### src/rtl/sm4_pkg.sv
package sm4_pkg;

    typedef logic [31:0] word_t;
    typedef logic [31:0][31:0] rk_bank_t;   // index = round number

    // APB register indexes (paddr[3] selects the register)
    localparam logic REG_KEY_UPPER = 1'b0;
    localparam logic REG_KEY_LOWER = 1'b1;

    localparam word_t FK0 = 32'ha3b1bac6;
    localparam word_t FK1 = 32'h56aa3350;
    localparam word_t FK2 = 32'h677d9197;
    localparam word_t FK3 = 32'hb27022dc;

    localparam logic [7:0] SBOX [256] = '{
        8'hd6,8'h90,8'he9,8'hfe,8'hcc,8'he1,8'h3d,8'hb7,8'h16,8'hb6,8'h14,8'hc2,8'h28,8'hfb,8'h2c,8'h05,
        8'h2b,8'h67,8'h9a,8'h76,8'h2a,8'hbe,8'h04,8'hc3,8'haa,8'h44,8'h13,8'h26,8'h49,8'h86,8'h06,8'h99,
        8'h9c,8'h42,8'h50,8'hf4,8'h91,8'hef,8'h98,8'h7a,8'h33,8'h54,8'h0b,8'h43,8'hed,8'hcf,8'hac,8'h62,
        8'he4,8'hb3,8'h1c,8'ha9,8'hc9,8'h08,8'he8,8'h95,8'h80,8'hdf,8'h94,8'hfa,8'h75,8'h8f,8'h3f,8'ha6,
        8'h47,8'h07,8'ha7,8'hfc,8'hf3,8'h73,8'h17,8'hba,8'h83,8'h59,8'h3c,8'h19,8'he6,8'h85,8'h4f,8'ha8,
        8'h68,8'h6b,8'h81,8'hb2,8'h71,8'h64,8'hda,8'h8b,8'hf8,8'heb,8'h0f,8'h4b,8'h70,8'h56,8'h9d,8'h35,
        8'h1e,8'h24,8'h0e,8'h5e,8'h63,8'h58,8'hd1,8'ha2,8'h25,8'h22,8'h7c,8'h3b,8'h01,8'h21,8'h78,8'h87,
        8'hd4,8'h00,8'h46,8'h57,8'h9f,8'hd3,8'h27,8'h52,8'h4c,8'h36,8'h02,8'he7,8'ha0,8'hc4,8'hc8,8'h9e,
        8'hea,8'hbf,8'h8a,8'hd2,8'h40,8'hc7,8'h38,8'hb5,8'ha3,8'hf7,8'hf2,8'hce,8'hf9,8'h61,8'h15,8'ha1,
        8'he0,8'hae,8'h5d,8'ha4,8'h9b,8'h34,8'h1a,8'h55,8'had,8'h93,8'h32,8'h30,8'hf5,8'h8c,8'hb1,8'he3,
        8'h1d,8'hf6,8'he2,8'h2e,8'h82,8'h66,8'hca,8'h60,8'hc0,8'h29,8'h23,8'hab,8'h0d,8'h53,8'h4e,8'h6f,
        8'hd5,8'hdb,8'h37,8'h45,8'hde,8'hfd,8'h8e,8'h2f,8'h03,8'hff,8'h6a,8'h72,8'h6d,8'h6c,8'h5b,8'h51,
        8'h8d,8'h1b,8'haf,8'h92,8'hbb,8'hdd,8'hbc,8'h7f,8'h11,8'hd9,8'h5c,8'h41,8'h1f,8'h10,8'h5a,8'hd8,
        8'h0a,8'hc1,8'h31,8'h88,8'ha5,8'hcd,8'h7b,8'hbd,8'h2d,8'h74,8'hd0,8'h12,8'hb8,8'he5,8'hb4,8'hb0,
        8'h89,8'h69,8'h97,8'h4a,8'h0c,8'h96,8'h77,8'h7e,8'h65,8'hb9,8'hf1,8'h09,8'hc5,8'h6e,8'hc6,8'h84,
        8'h18,8'hf0,8'h7d,8'hec,8'h3a,8'hdc,8'h4d,8'h20,8'h79,8'hee,8'h5f,8'h3e,8'hd7,8'hcb,8'h39,8'h48
    };

    // byte-wise S-box substitution
    function automatic word_t tau(input word_t a);
        return {SBOX[a[31:24]], SBOX[a[23:16]], SBOX[a[15:8]], SBOX[a[7:0]]};
    endfunction

    // data-path linear map: t ^ t<<<2 ^ t<<<10 ^ t<<<18 ^ t<<<24
    function automatic word_t l_data(input word_t t);
        return t ^ {t[29:0], t[31:30]} ^ {t[21:0], t[31:22]}
                 ^ {t[13:0], t[31:14]} ^ {t[7:0], t[31:8]};
    endfunction

    // key schedule linear map: t ^ t<<<13 ^ t<<<23
    function automatic word_t l_key(input word_t t);
        return t ^ {t[18:0], t[31:19]} ^ {t[8:0], t[31:9]};
    endfunction

    // CK byte j of round i is (4i+j)*7 mod 256, most significant byte first
    function automatic word_t ck_word(input logic [4:0] i);
        logic [7:0] b;
        word_t      w;
        w = '0;
        for (int j = 0; j < 4; j++) begin
            b = {1'b0, i, 2'(j)};
            w = {w[23:0], 8'((b << 3) - b)};
        end
        return w;
    endfunction

endpackage

### src/rtl/sm4_key_sched.sv
module sm4_key_sched (
    input  logic              aclk,
    input  logic              aresetn,
    input  logic              start_i,   // key register written: re-expand
    input  logic [127:0]      key_i,
    output logic              busy_o,
    output sm4_pkg::rk_bank_t rk_o
);

    typedef enum logic [1:0] {KS_IDLE, KS_LOAD, KS_RUN} ks_state_t;

    ks_state_t              state_reg, state_next;
    logic [4:0]             cnt_reg, cnt_next;
    sm4_pkg::word_t [3:0]   k_reg, k_next;      // k_reg[0] is the oldest word
    sm4_pkg::rk_bank_t      rk_reg, rk_next;
    sm4_pkg::word_t         t_w;
    sm4_pkg::word_t         n_w;

    assign t_w = sm4_pkg::tau(k_reg[1] ^ k_reg[2] ^ k_reg[3] ^ sm4_pkg::ck_word(cnt_reg));
    assign n_w = k_reg[0] ^ sm4_pkg::l_key(t_w);

    always_comb begin
        state_next = state_reg;
        cnt_next   = cnt_reg;
        k_next     = k_reg;
        rk_next    = rk_reg;
        case (state_reg)
            KS_IDLE: begin
            end
            KS_LOAD: begin
                k_next[0]  = key_i[127:96] ^ sm4_pkg::FK0;
                k_next[1]  = key_i[95:64]  ^ sm4_pkg::FK1;
                k_next[2]  = key_i[63:32]  ^ sm4_pkg::FK2;
                k_next[3]  = key_i[31:0]   ^ sm4_pkg::FK3;
                cnt_next   = '0;
                state_next = KS_RUN;
            end
            KS_RUN: begin
                k_next  = {n_w, k_reg[3], k_reg[2], k_reg[1]};
                // shift in from the top: after 32 rounds entry 0 holds round 0
                rk_next = {n_w, rk_reg[31:1]};
                cnt_next = cnt_reg + 5'd1;
                if (cnt_reg == 5'd31) begin
                    state_next = KS_IDLE;
                end
            end
            default: begin
                state_next = KS_LOAD;
            end
        endcase
        if (start_i) begin
            state_next = KS_LOAD;
        end
    end

    always_ff @(posedge aclk) begin
        if (!aresetn) begin
            state_reg <= KS_LOAD;   // expand the all-zero key after reset
            cnt_reg   <= '0;
        end else begin
            state_reg <= state_next;
            cnt_reg   <= cnt_next;
        end
        k_reg  <= k_next;
        rk_reg <= rk_next;
    end

    assign busy_o = (state_reg != KS_IDLE);
    assign rk_o   = rk_reg;

endmodule

### config.mk
export PLATFORM = sky130hd
export DESIGN_NAME = sm4_key_sched
export DESIGN_NICKNAME = d
export VERILOG_FILES = /design/src/rtl/sm4_pkg.sv /design/src/rtl/sm4_key_sched.sv
export SDC_FILE = /design/constraint.sdc
export NUM_CORES = 2
export LEC_CHECK = 0
export BUFFER_PORTS_ARGS = -buffer_cell sky130_fd_sc_hd__buf_2
export CORE_AREA = 2 2 450 452
export CTS_BUF_LIST = sky130_fd_sc_hd__clkbuf_16
export DETAILED_ROUTE_END_ITERATION = 8
export DIE_AREA = 0 0 452 454
export GPL_TIMING_DRIVEN = 0
export PLACE_DENSITY = 0.53
export SETUP_SLACK_MARGIN = 0.15
export SLEW_MARGIN = 10
export SYNTH_ARGS = -nofsm -noshare
export SYNTH_HDL_FRONTEND = slang
export SYNTH_SLANG_ARGS = --single-unit
### constraint.sdc
create_clock -name aclk -period 37.5 [get_ports aclk]
set_clock_uncertainty 0.15 [all_clocks]
set_input_delay 1.875 -clock aclk [delete_from_list [all_inputs] [get_ports aclk]]
set_output_delay 1.875 -clock aclk [all_outputs]
set_load 0.01 [all_outputs]
==> impl_metrics.toml <==
[logic_synthesis]
synth_compound_area_share_pct = 13.46
synth_nets = 4023
synth_top_area_share_pct = 65.72
ys_warn_count = 0
ys.flop_type = "edfxtp_1"
netlist_area_mm2 = 0.05264
synth-adder-area-share_pct = 1.364
synth_edf_count = 1152
synth-simple-area-share_pct = 7.012
synth.area.top_cells = "edfxtp_1, nor2_1, a21oi_1"
synthCells = 3836
yosys-top-cells-count = "edfxtp_1, nor2_1, nand2_1, a21oi_1, clkbuf_1"
synth-xor-area-share_pct = 4.471
synth_area_leader_cell = "edfxtp_1"
async_reset_ff_share_pct = 0
yosysMostFrequentCell = "edfxtp_1"
synth_top_family_by_area = "compound AO/OA/AOI/OAI gates"
ys_ff_latch = 1159
syn_avg_cell_area_um2 = 13.72
synth_mux_area_share_pct = 4.519
synth_cell_types = 98
yosysSeqAreaShare_pct = 65.99

[finish]
nets = 5338
stdcell_count = 7928
syn_to_final_growth_pct = 26.62
multi_input_area_mm2 = 0.01629
nFillCells = 20323
seq_area_mm2 = 0.03473
drive_gt1_share_pct = 31.18
final_core_util_pct = 33.18
largest_register_ffs = 1024

[pwr]
p_sw_mw = 3.095
vdd_drop_max_uv = 52.21
p_leak_nw = 24.24
seqPwrFrac_pct = 24.9
pwr-share-clk_pct = 20.0
total_power_mw = 6.247
p_int_mw = 3.152
power_density_mw_per_mm2 = 93.73
pwr-share-comb_pct = 55.1
p_sw_share_pct = 49.54

[status]
status = "finished clean"

[cts]
cts_resized = 0
clk-insertion-delay-late_ns = 0.82
holdBufCountCts = 0
cts.clk_slew.worst_paths_ns = 0.07
htree_levels = 4
cts_tree = "built"
cts_max_path_buffers = 3
cts_setup_buffers = 0
cts_sinks = 1159
cts-root-buf = "clkbuf_16"
numCtsBuffers = 131

[die]
core_area_mm2 = 0.2009
die_area_mm2 = 0.2052
start_util_pct = 26.20
num_rows = 165
die_h_um = 454
io_pins = 1156
chipWidth_um = 452

[global_routing]
grt_pass1_vias = 41877
grt_use_total_pct = 28.33
grt-ovfl-total = 0
grt_pass1_wl_mm = 393.8
antenna_found_initial = 16
grt_max_degree = 68

[placed_design]
place_inst = 7690
gp_congestion = 1.002
dpl.hpwl_mm = 233.7
portBuffers = 1155

[route]
wire_per_inst_um = 38.28
met1_length_mm = 109.7
drtIter0Drc = 6134
dr_total_vias = 44012
wl_mm = 303.5
drc = 0
route.met3.wl_mm = 24.31
wl_met2_mm = 141.5
first_pass_iters = 6
routed.top_layer = "met4"
viasPerCell = 5.551
antenna_left = 0

[job]
max_cap_violations = 0

[sta]
min_period_ns = 8.168
finalSetupViolations = 0
hold_violations = 0
rsz0062_at_grt = "no"
hold_slack_ns = 0.2559
worst_pin_slew_ns = 1.384
max_freq_ghz = 0.1224
finalCritPeriodShare_pct = 21.78
slew_violations = 0
slew_headroom_pct = 7.405

[min_path]
holdCritPathClass = "flop to flop"
hp-start = "rk_o[900]"
hold_path_end = "rk_o[868]"
hold_depth = 0

[setup_path]
regToRegEndpoint = "rk_o[1001]"
critPathKind = "flop to flop"
cp.arrival_ns = 8.56
reg2regPathDepth = 16
setup.worst_path.end_class = "flop"
cp.required_ns = 37.89
reg2reg_slack_ns = 29.33
crit_fanout = 11
reg2reg_from = "k_reg[89]"
startpoint_type = "flop"
## power by group through the flow
stage                     Clock [mW]  Combinational, mW  Sequential (mW)
final                           1.25               3.44             1.56
after global routing            1.32               3.45             1.56
after CTS                       1.28               3.28             1.56
after detailed placement           0               3.27             1.58
after global placement             0               3.36             1.63
after floorplan                    0               1.75             1.61
## final cells by class
| class | instances | area share (%) |
|---|---|---|
| multi-input cells | 2294 | 24.45 |
| diodes | 5 | 0.01877 |
| inverters | 63 | 0.3548 |
| plain buffers | 320 | 2.170 |
| well taps | 2672 | 5.016 |
| repair buffers | 1182 | 9.625 |
| clock inverters | 101 | 1.297 |
| flip-flops and latches | 1159 | 52.11 |
| clock buffers | 132 | 4.956 |
## layout by cell type, fill, tap and decap left out, types with 43 or more instances in the layout
cell type	netlist	final
o21ai_0	159	159
o211ai_1	64	64
nand2_1	278	278
clkbuf_16	0	132
edfxtp_1	1152	1152
mux2i_1	76	76
xor2_1	54	53
xnor2_1	95	91
inv_1	55	82
o221ai_1	45	45
ha_1	55	53
clkbuf_1	180	178
nor2_1	303	303
a311oi_1	43	43
mux2_2	65	65
nor3_1	70	70
a211oi_1	48	48
o311ai_0	57	57
a31oi_1	47	47
a21oi_1	220	220
nand3_1	108	108
buf_2	89	1244
## worst max-delay path by stage
stage | start | endpoint | slack, ns | cells after the start
after floorplan | state_reg[0] | k_reg[86] | 6.74 | 7
after global placement | state_reg[0] | k_reg[2] | -6.93 | 6
after detailed placement | k_reg[57] | rk_o[1001] | 29.60 | 16
after CTS | k_reg[57] | rk_o[1001] | 29.59 | 16
after global routing | k_reg[57] | k_reg[106] | 29.46 | 16
final | k_reg[89] | rk_o[1001] | 29.33 | 16
## metal layers
layer / global-route usage [%] / vias to the layer above
li1: - / 17665
met1: 32.92 / 22682
met2: 45.91 / 2903
met3: 5.889 / 762
met4: 21.71 / 0
met5: 0 / -
## stage by stage
stage	TNS (ns)	instance area (µm²)	worst slack, ns
6_report	0	66650	29.33
5_1_grt	0	66650	29.46
4_1_cts	0	66640	29.59
3_5_place_dp	0	62470	29.60
3_3_place_gp	-361.75	61760	-6.931
2_1_floorplan	0	52640	6.737
## cell families after synthesis
kind of cell,after synthesis
AOI/OAI and AO/OA,1005
xor gates and xnor gates,200
adders and majority gates,57
buffers and inverters,383
DFF,1159
muxes,180
and+or+nand+nor,852
## critical path, stage by stage, from the launching register on
cell and delay, ns:
edfxtp_1 0.47, xnor3_1 0.60, buf_2 0.37, clkbuf_1 0.71, clkbuf_1 0.86, inv_1 0.18
ha_1 0.33, clkbuf_1 0.52, inv_1 0.37, mux2i_1 0.31, nor2_1 0.11, o32ai_1 0.51
mux2i_1 0.27, o311ai_1 1.01, or3b_1 0.43, and3b_1 0.20, nor2_1 0.45
Note: power is estimated with default switching activity, not from simulation.
